`config.mk`:
```
export PLATFORM = sky130hd
export DESIGN_NAME = line_follower_pid_drive_core
export DESIGN_NICKNAME = d
export VERILOG_FILES = /design/src/rtl/core/lfpd_pkg.sv /design/src/rtl/core/line_follower_pid_drive_core.sv
export SDC_FILE = /design/constraint.sdc
export NUM_CORES = 1
export LEC_CHECK = 0
export BUFFER_PORTS_ARGS = -buffer_cell sky130_fd_sc_hd__buf_2
export CAP_MARGIN = 15
export CORE_ASPECT_RATIO = 2
export CORE_UTILIZATION = 45
export CTS_CLUSTER_SIZE = 24
export DETAILED_ROUTE_END_ITERATION = 6
export GPL_TIMING_DRIVEN = 0
export PLACE_DENSITY = 0.63
export SLEW_MARGIN = 15
export SYNTH_ARGS = -nofsm -noshare
export SYNTH_HDL_FRONTEND = slang
export SYNTH_SLANG_ARGS = --single-unit
```
`constraint.sdc`:
```
create_clock -name clk_i -period 31.3 [get_ports clk_i]
set_input_delay 4.695 -clock clk_i [delete_from_list [all_inputs] [get_ports clk_i]]
set_output_delay 4.695 -clock clk_i [all_outputs]
set_load 0.02 [all_outputs]
```
`src/rtl/core/lfpd_pkg.sv`:
```
`timescale 1ns / 1ps

package lfpd_pkg;

  // Width of the saturating error integral.
  localparam int unsigned INTEGRAL_BITS = 16;

  // Error is a signed value from -4 to +4. Its change per tick lies in -8..+8.
  localparam int unsigned ERR_W  = 4;
  localparam int unsigned DIFF_W = ERR_W + 1;

  // A gain times the integral is INTEGRAL_BITS + 9 bits wide. Two more bits
  // leave room for the sum of the three terms.
  localparam int unsigned PID_W  = INTEGRAL_BITS + 11;

  localparam int unsigned GAIN_W = 8;
  localparam int unsigned CFG_DW = 32;
  localparam int unsigned CFG_AW = 4;

  localparam int unsigned IN_TDATA_W  = 8;
  localparam int unsigned OUT_TDATA_W = 24;

  // Register indexes, taken from paddr[3:2].
  typedef enum logic [1:0] {
    REG_GAIN_P     = 2'd0,
    REG_GAIN_I     = 2'd1,
    REG_GAIN_D     = 2'd2,
    REG_BASE_SPEED = 2'd3
  } lfpd_reg_e;

  typedef struct packed {
    logic             hit;
    logic [ERR_W-1:0] err;
  } lfpd_decode_t;

  // Maps a sensor pattern to a line error. The leftmost sensor is bit 0.
  // Patterns that are not in the table give no hit.
  function automatic lfpd_decode_t decode_pattern(input logic [4:0] bits);
    lfpd_decode_t res;
    res.hit = 1'b1;
    res.err = '0;
    case (bits)
      5'b10000: res.err = 4'sd4;
      5'b11000: res.err = 4'sd3;
      5'b01000: res.err = 4'sd2;
      5'b01100: res.err = 4'sd1;
      5'b00100: res.err = 4'sd0;
      5'b00110: res.err = -4'sd1;
      5'b00010: res.err = -4'sd2;
      5'b00011: res.err = -4'sd3;
      5'b00001: res.err = -4'sd4;
      default:  res.hit = 1'b0;
    endcase
    return res;
  endfunction

endpackage

```
`src/rtl/core/line_follower_pid_drive_core.sv`:
```
`timescale 1ns / 1ps

// Line-follower PID drive. Each sensor request on the slave stream is one
// control tick. The five sensor bits are decoded to a line error from -4 to +4.
// An all-zero pattern or one that is not listed keeps the previous error.
// The error is added to a saturating integral, and its change since the last
// tick is formed. The three terms are weighted by gain_p, gain_i and gain_d,
// summed, and clamped to plus or minus base_speed. A negative correction slows
// the left wheel by its magnitude, and a positive one slows the right wheel.
// The block takes one request every clock cycle unless the master side holds
// it back. The decode and integral update finish in the cycle of acceptance and
// are registered in the term stage; the three multiplies, the sum and the clamp
// follow it and are registered in the result register. Back-pressure from the
// master side stalls the pipeline in place and loses no requests. Write the gain
// and speed registers through the APB port only while no request is in flight.
module line_follower_pid_drive_core (
  input  logic                                clk_i,
  input  logic                                rst_ni,

  // Configuration port. Registers lie at byte addresses 0, 4, 8 and 12.
  input  logic                                psel,
  input  logic                                penable,
  input  logic                                pwrite,
  input  logic [lfpd_pkg::CFG_AW-1:0]         paddr,
  input  logic [lfpd_pkg::CFG_DW-1:0]         pwdata,
  output logic [lfpd_pkg::CFG_DW-1:0]         prdata,
  output logic                                pready,

  // Sensor requests. tdata: [4:0] sensor_bits, [7:5] zero.
  input  logic                                s_axis_tvalid,
  output logic                                s_axis_tready,
  input  logic [lfpd_pkg::IN_TDATA_W-1:0]     s_axis_tdata,

  // Drive results. tdata: [7:0] left_drive, [15:8] right_drive,
  // [19:16] line_error, [23:20] zero.
  output logic                                m_axis_tvalid,
  input  logic                                m_axis_tready,
  output logic [lfpd_pkg::OUT_TDATA_W-1:0]    m_axis_tdata
);

  localparam int unsigned IB = lfpd_pkg::INTEGRAL_BITS;

  // Configuration registers.
  logic [lfpd_pkg::GAIN_W-1:0] gain_p_q, gain_i_q, gain_d_q, base_speed_q;
  logic                        cfg_wr;
  lfpd_pkg::lfpd_reg_e         cfg_idx;

  assign pready  = 1'b1;
  assign cfg_wr  = psel && penable && pwrite;
  assign cfg_idx = lfpd_pkg::lfpd_reg_e'(paddr[3:2]);

  always_ff @(posedge clk_i or negedge rst_ni) begin
    if (!rst_ni) begin
      gain_p_q     <= '0;
      gain_i_q     <= '0;
      gain_d_q     <= '0;
      base_speed_q <= '0;
    end else if (cfg_wr) begin
      case (cfg_idx)
        lfpd_pkg::REG_GAIN_P:     gain_p_q     <= pwdata[lfpd_pkg::GAIN_W-1:0];
        lfpd_pkg::REG_GAIN_I:     gain_i_q     <= pwdata[lfpd_pkg::GAIN_W-1:0];
        lfpd_pkg::REG_GAIN_D:     gain_d_q     <= pwdata[lfpd_pkg::GAIN_W-1:0];
        lfpd_pkg::REG_BASE_SPEED: base_speed_q <= pwdata[lfpd_pkg::GAIN_W-1:0];
        default: ;
      endcase
    end
  end

  always_comb begin
    prdata = '0;
    case (cfg_idx)
      lfpd_pkg::REG_GAIN_P:     prdata[lfpd_pkg::GAIN_W-1:0] = gain_p_q;
      lfpd_pkg::REG_GAIN_I:     prdata[lfpd_pkg::GAIN_W-1:0] = gain_i_q;
      lfpd_pkg::REG_GAIN_D:     prdata[lfpd_pkg::GAIN_W-1:0] = gain_d_q;
      lfpd_pkg::REG_BASE_SPEED: prdata[lfpd_pkg::GAIN_W-1:0] = base_speed_q;
      default:                  prdata = '0;
    endcase
  end

  // Pipeline flow control. The output register loads when it is empty or
  // being drained. The term stage moves whenever the output register can load.
  logic s1_vld_q, out_vld_q;
  logic out_load, s1_adv, in_acc;

  assign out_load      = !out_vld_q || m_axis_tready;
  assign s1_adv        = s1_vld_q && out_load;
  assign s_axis_tready = !s1_vld_q || out_load;
  assign in_acc        = s_axis_tvalid && s_axis_tready;

  // Controller state, updated at acceptance so that the next tick sees it.
  logic signed [lfpd_pkg::ERR_W-1:0] cur_err_q, cur_err_d;
  logic signed [lfpd_pkg::ERR_W-1:0] prev_err_q;
  logic signed [IB-1:0]              integ_q, integ_d;
  logic signed [IB:0]                integ_sum;
  logic signed [lfpd_pkg::DIFF_W-1:0] diff_d;
  lfpd_pkg::lfpd_decode_t            dec;

  always_comb begin
    dec       = lfpd_pkg::decode_pattern(s_axis_tdata[4:0]);
    cur_err_d = dec.hit ? $signed(dec.err) : cur_err_q;
    // The sum is one bit wider. If its top two bits differ, it saturates
    // toward its sign.
    integ_sum = {integ_q[IB-1], integ_q} + (IB + 1)'(cur_err_d);
    if (integ_sum[IB] != integ_sum[IB-1]) begin
      integ_d = {integ_sum[IB], {(IB - 1){~integ_sum[IB]}}};
    end else begin
      integ_d = integ_sum[IB-1:0];
    end
    diff_d = lfpd_pkg::DIFF_W'(cur_err_d) - lfpd_pkg::DIFF_W'(prev_err_q);
  end

  always_ff @(posedge clk_i or negedge rst_ni) begin
    if (!rst_ni) begin
      cur_err_q  <= '0;
      prev_err_q <= '0;
      integ_q    <= '0;
    end else if (in_acc) begin
      cur_err_q  <= cur_err_d;
      prev_err_q <= cur_err_d;
      integ_q    <= integ_d;
    end
  end

  // Term stage. It holds the error, integral and change for one tick.
  logic signed [lfpd_pkg::ERR_W-1:0]  s1_err_q;
  logic signed [IB-1:0]               s1_integ_q;
  logic signed [lfpd_pkg::DIFF_W-1:0] s1_diff_q;

  always_ff @(posedge clk_i or negedge rst_ni) begin
    if (!rst_ni) begin
      s1_vld_q <= 1'b0;
    end else if (s_axis_tready) begin
      s1_vld_q <= s_axis_tvalid;
    end
  end

  always_ff @(posedge clk_i) begin
    if (in_acc) begin
      s1_err_q   <= cur_err_d;
      s1_integ_q <= integ_d;
      s1_diff_q  <= diff_d;
    end
  end

  // Weighted sum and clamp to plus or minus base_speed.
  logic signed [lfpd_pkg::PID_W-1:0] prod_p, prod_i, prod_d, pid, lim;
  logic signed [lfpd_pkg::PID_W-1:0] corr;
  logic [lfpd_pkg::GAIN_W-1:0]       mag;
  logic [lfpd_pkg::GAIN_W-1:0]       left_d, right_d;

  always_comb begin
    prod_p = $signed({1'b0, gain_p_q}) * s1_err_q;
    prod_i = $signed({1'b0, gain_i_q}) * s1_integ_q;
    prod_d = $signed({1'b0, gain_d_q}) * s1_diff_q;
    pid    = prod_p + prod_i + prod_d;
    lim    = $signed({{(lfpd_pkg::PID_W - lfpd_pkg::GAIN_W){1'b0}}, base_speed_q});
    if (pid > lim) begin
      corr = lim;
    end else if (pid < -lim) begin
      corr = -lim;
    end else begin
      corr = pid;
    end
    // The clamp keeps the magnitude of the correction within base_speed,
    // so it fits in eight bits.
    if (corr < 0) begin
      mag     = lfpd_pkg::GAIN_W'(-corr);
      left_d  = base_speed_q - mag;
      right_d = base_speed_q;
    end else begin
      mag     = lfpd_pkg::GAIN_W'(corr);
      left_d  = base_speed_q;
      right_d = base_speed_q - mag;
    end
  end

  // Result register.
  logic [lfpd_pkg::GAIN_W-1:0] left_q, right_q;
  logic [lfpd_pkg::ERR_W-1:0]  line_err_q;

  always_ff @(posedge clk_i or negedge rst_ni) begin
    if (!rst_ni) begin
      out_vld_q <= 1'b0;
    end else if (out_load) begin
      out_vld_q <= s1_vld_q;
    end
  end

  always_ff @(posedge clk_i) begin
    if (s1_adv) begin
      left_q     <= left_d;
      right_q    <= right_d;
      line_err_q <= s1_err_q;
    end
  end

  assign m_axis_tvalid = out_vld_q;
  assign m_axis_tdata  = {4'b0000, line_err_q, right_q, left_q};

endmodule
```
# Word-level counts from Yosys, hierarchy flattened
# Cells that the tools add are included.
word_totals:
  register_bits: 99
  input_bits: 51
  out_inout_bits: 59
classes:
  addsub: 8
  n_mul: 3
  magnitude_cmp: 3
  n_eq_ne: 13
  n_mux: 9
  bitwise: 1
  reduce_logical: 14
ops:
  columns: ["cell", "n"]
  rows:
  - ["two-way mux 27 bit", 2]
  - ["case mux 4 bit (8 select lines)", 1]
  - ["case mux 8 bit (4 select lines)", 1]
  - ["adder 26 x 14 -> 27 bit", 1]
  - ["greater-than comparator 27 x 9 -> 1 bit", 1]
  - ["< comparator 27 x 1 -> 1 bit, second input constant", 1]
  - ["< comparator 27 bit", 1]
  - ["negation 8 -> 27 bit", 1]
  - ["adder 13 x 25 -> 26 bit", 1]
  - ["multiplier 9 x 16 -> 25 bit", 1]
  - ["adder 16 x 4 -> 17 bit", 1]
  - ["two-way mux 16 bit", 1]
  - ["two-way mux 8 bit", 2]
  - ["subtractor 8 bit", 2]
  - ["multiplier 9 x 5 -> 14 bit", 1]
  - ["multiplier 9 x 4 -> 13 bit", 1]
  - ["== test 5 x 2 -> 1 bit, second input constant", 2]
  - ["== test 5 x 3 -> 1 bit, second input constant", 2]
  - ["== test 5 x 4 -> 1 bit, second input constant", 2]
  - ["== test 5 bit, second input constant", 2]
  - ["OR reduction 9 bit", 1]
  - ["negation 8 bit", 1]
  - ["AND reduction 2 bit", 4]
  - ["== test 5 x 1 -> 1 bit, second input constant", 1]
  - ["11 further kinds", 17]

# Logic depth before layout (Yosys ltp)
depth:
  ltp_word: 9
  ltp_mapped: 45

# Least setup slack after synthesis
# Ideal clock, no wire load.
synth_path:
  path_kind: "input -> output"
  start: "in paddr[3] (netlist name)"
  end: "out prdata[3] (netlist name)"
  arrival_ns: 5.727
  t_required_ns: 26.605
  slack_ns: 20.878
  cell_stages: 2
  cell_sequence: "clkbuf_1 > mux4_2"
synth_between:
  elab_chain_len: 2
  word_cells_on_any_way: 5
  classes_between: "3 x eq/ne; 1 x mux; 1 x reduce/logical"
synth_lines:
  columns: ["item", "line_no", "source"]
  rows:
  - ["start: declaration", "line_follower_pid_drive_core.sv:24", "input logic [lfpd_pkg::CFG_AW-1:0] paddr,"]
  - ["== test 2 bit, or another cell as far along", "line_follower_pid_drive_core.sv:71", "case (cfg_idx)"]
  - ["case mux 8 bit (4 select lines) *", "line_follower_pid_drive_core.sv:71", null]
  - ["end: declaration", "line_follower_pid_drive_core.sv:26", "output logic [lfpd_pkg::CFG_DW-1:0] prdata,"]
# Mark *: on every way between the ends. The rest lies on a longest branch, timed or not.

# Final worst setup path
layout_path:
  start: "reg gain_i_q[2] (netlist name)"
  end: "reg left_q[7] (netlist name) (data pin)"
layout_between:
  elab_chain_len: 9
  word_cells_on_any_way: 11
  classes_between: "4 x add/sub; 1 x mul; 3 x order compare; 3 x mux"
layout_lines:
  columns: ["item", "line_no", "source"]
  rows:
  - ["start: declaration", "line_follower_pid_drive_core.sv:44", "logic [lfpd_pkg::GAIN_W-1:0] gain_p_q, gain_i_q, gain_d_q, base_speed_q;"]
  - ["start signal: assignment", "line_follower_pid_drive_core.sv:61", "lfpd_pkg::REG_GAIN_I: gain_i_q <= pwdata[lfpd_pkg::GAIN_W-1:0];"]
  - ["multiplier 9 x 16 -> 25 bit *", "line_follower_pid_drive_core.sv:153", "prod_i = $signed({1'b0, gain_i_q}) * s1_integ_q;"]
  - ["adder 13 x 25 -> 26 bit *", "line_follower_pid_drive_core.sv:155", "pid = prod_p + prod_i + prod_d;"]
  - ["adder 26 x 14 -> 27 bit *", "line_follower_pid_drive_core.sv:155", null]
  - ["< comparator 27 bit", "line_follower_pid_drive_core.sv:159", "end else if (pid < -lim) begin"]
  - ["two-way mux 27 bit", "line_follower_pid_drive_core.sv:159", null]
  - ["two-way mux 27 bit *", "line_follower_pid_drive_core.sv:157", "if (pid > lim) begin"]
  - ["negation 8 bit", "line_follower_pid_drive_core.sv:167", "mag = lfpd_pkg::GAIN_W'(-corr);"]
  - ["subtractor 8 bit", "line_follower_pid_drive_core.sv:168", "left_d = base_speed_q - mag;"]
  - ["two-way mux 8 bit *", "line_follower_pid_drive_core.sv:166", "if (corr < 0) begin"]
  - ["named net left_d, one bit", "line_follower_pid_drive_core.sv:149", "logic [lfpd_pkg::GAIN_W-1:0] left_d, right_d;"]
  - ["end signal: assignment", "line_follower_pid_drive_core.sv:191", "left_q <= left_d;"]
  - ["end: declaration", "line_follower_pid_drive_core.sv:178", "logic [lfpd_pkg::GAIN_W-1:0] left_q, right_q;"]
# The timed path passes the listed nets; every way through them passes the cells marked *.
# A chain may end at the register's enable or synchronous reset.

==> summary.txt <==
STA
  • Max Slew Vio Count: 0
  • Fmax: 82.9 MHz
  • Final hold vios: 0
  • Worst-margin pin slew: between 1 and 1.5 ns
  • Slew margin rel.: between 20% and 30%
  • Final setup fails: 0
  • RSZ-0062 raised after global routing: no
  • Worst Skew: ~0.016 ns
  • Fin crit share: 38.6%
  • Minimum clock period after layout: 12.07 ns
  • Setup TNS Final: 0 ns

Placed design
  • IO Port Bufs: 48
  • Routability cong.: ~0.88
  • Post-DP HPWL: 33800 um

Clock network
  • Post-CTS resize count: 0
  • Setup Fix Bufs, Post-CTS: 0
  • Clock Sink Count: 99
  • Clock transition at path regs: roughly 0.070 ns
  • H-tree depth: 3
  • Worst-case clock buffer depth: 2
  • Num CTS Buffers: 9
  • Cts hold-fix bufs: 0
  • CTS tree: yes
  • Clock root cell: clkbuf_16
  • Skew-Pair Late Insertion Delay: between 0.3 and 0.4 ns

Critical path
  • Worst path most repeated cell: inv_1
  • CP max stage delay: 0.59 ns
  • Slowest CP cell: clkbuf_1
  • Source of the critical timing path: gain_i_q[2]
  • Max Fanout on Critical Path: 10
  • Arrival time worst endpoint: between 10 and 15 ns
  • Critical path class: reg -> reg
  • Startpoint Class: flip-flop
  • Critical Path End Type: flip-flop
  • RR Startpoint: gain_i_q[2]
  • WP data required: about 31 ns

Drt
  • WL per Instance: between 15 and 20 um
  • Met3 WL post-DR: ~1100 um
  • Routed WL: between 30000 and 40000 um
  • Drt pass-1 iters: 5
  • Final ANT Viol Nets: 0
  • DR top layer: met4
  • Post-detailed-route DRC marker count: 0
  • WL met2: between 20000 and 25000 um
  • Drt via density: 5.47
  • Met1 wire length: 12800 um
  • Total vias in the final route: 11.7k
  • Initial DRC Count: between 500 and 600

Global route
  • First-pass GRT wire length: 64600 um
  • Initial antenna violation count: 0
  • Largest net degree at the start of global routing: 55
  • Grt ovf: 0
  • Vias in the first global route: between 10k and 15k
  • All-Layer GR Usage: about 24%

Logic synthesis
  • Register area share after synthesis: around 17%
  • Netlist Area Pre-Place: 0.0155 mm2
  • Yosys reg bits: between 90 and 100
  • Syn Area/Cell: 9.59 um2
  • Synth warn: 0
  • Unique masters post-synth: 83
  • Most used DFF post-synth: dfrtp_1
  • Post-synth ARST share: a little over half
  • Number of flops mapped to enable cells by yosys: 45
  • Post-synthesis cell count: ~1.6k

Floorplanning
  • Core Rows: 95
  • Io pins: 110
  • Total die area: between 0.03 and 0.04 mm2
  • Initial Util: 45.8%
  • Core outline area: 0.0338 mm2
  • Die height: approximately 260 um
  • Die width: approximately 130 um

Final layout
  • Final net count: between 2k and 2.5k
  • Antenna Cells: 0
  • Layout cell share with drive strength beyond 1: 11.7%
  • Area grow syn2layout: 7.75%
  • # fillers: between 3k and 4k

Worst hold path
  • Hold_sp: s1_vld_q
  • HP Class: reg -> reg

Flow run
  • Max Cap Viol: 0

Status
  • Status: complete, no violations
-- state kept, by name (all words and copies together) (netlist names), 5 cells and up --
name	count
integ_q	16
s1_integ_q	16
base_speed_q	8
gain_d_q	8
gain_i_q	8
gain_p_q	8
left_q	8
right_q	8
s1_diff_q	5
-- kinds of logic after synthesis --
logic type | share of synthesized area [%]
AND/OR/NAND/NOR | 13.2
flip-flops | 17.5
other | 0.0486
multiplexers | 5.86
XOR/XNOR | 2.82
AO/OA/AOI/OAI | 10.8
adder cells (fa/ha/maj) | 39.4
buffers and inverters | 10.4
-- synth_stat cells (all sizes together) (11+ instances only) --
cell,instances,share of area (%)
mux2,52,3.8
inv,309,7.5
nand2,112,2.7
clkbuf,36,0.94
and2,108,4.4
nand3,13,0.42
nand4,12,0.49
a31oi,28,1.1
edfxtp,45,8.7
nor2,63,1.5
ha,162,13
a21oi,61,2.1
nor3,20,0.71
nand2b,17,0.69
xnor2,34,1.9
mux2i,14,0.91
a21o,14,0.71
xor2,15,0.90
o21bai,13,0.63
dfrtp,54,8.7
nor4,13,0.66
o211ai,11,0.60
a211oi,15,0.73
o21ai,41,1.4
buf,40,2.0
fa,203,26
-- final cells by class --
| type | instances | area, um2 | area share, % |
|---|---|---|---|
| Buffer | 76 | 450 | 2.70 |
| Multi-Input combinational cell | 1156 | 11300 | 67.6 |
| Sequential cell | 99 | 2700 | 16.2 |
| Tap cell | 436 | 546 | 3.27 |
| Timing Repair Buffer | 50 | 258 | 1.55 |
| Inverter | 309 | 1160 | 6.96 |
| Clock buffer | 10 | 229 | 1.37 |
| Clock inverter | 6 | 58.8 | 0.353 |
-- stage by stage --
| stage | setup WS, ns | area [um2] | utilization [%] | hold WS [ns] | instances |
|---|---|---|---|---|---|
| 3_5_place_dp | 19.29 | 16400 | 48.5 | 0.491 | 2126 |
| 6_report | 19.23 | 16700 | 49.4 | 0.506 | 2142 |
| 5_1_grt | 18.46 | 16700 | 49.4 | 0.532 | 2142 |
| 4_1_cts | 19.27 | 16700 | 49.4 | 0.506 | 2142 |
| 2_1_floorplan | 20.88 | 15600 | - | 0.449 | 1640 |
| 3_3_place_gp | 19.50 | 16400 | 48.4 | 0.462 | 2124 |
-- worst max-delay path: cells and delay by family, from the launching register on --
family          cells  cell delay (ns)
fa+ha+maj           9             4.22
compound gates     17             3.94
buf+inv            11             2.06
simple gates        5             0.85
xor+xnor            2             0.42
flops               1             0.33
-- final timing paths --
kind | end | depth (start not counted) | slack (ns)
max | left_q[7] | 44 | 19.23
min | m_axis_tvalid | 1 | 0.51
max reg2reg | left_q[7] | 44 | 19.23
min reg2reg | m_axis_tvalid | 1 | 0.51
max in group asynchronous | gain_i_q[1] | 1 | 26.39
min in group asynchronous | integ_q[12] | 1 | 4.37
-- placed cells by master, fill, tap and decap left out, drive strengths merged, types with 13 or more instances in the layout --
cell,count
a211oi,15
a21o,14
a21oi,61
a31oi,28
and2,108
buf,90
clkbuf,46
conb,29
dfrtp,54
edfxtp,45
fa,203
ha,162
inv,312
mux2,52
mux2i,14
nand2,112
nand2b,17
nand3,13
nor2,63
nor3,20
nor4,13
o21ai,41
o21bai,13
xnor2,34
xor2,15
-- metal layers --
metal  vias up  track usage [%]
met5         -                0
met4         0             16.1
met3       129             2.61
met2       297             49.4
met1      5880             21.2
li1       5420                -
Power is not shown: default switching activity piles up to over one toggle a cycle in this logic, so the estimate is an artifact.
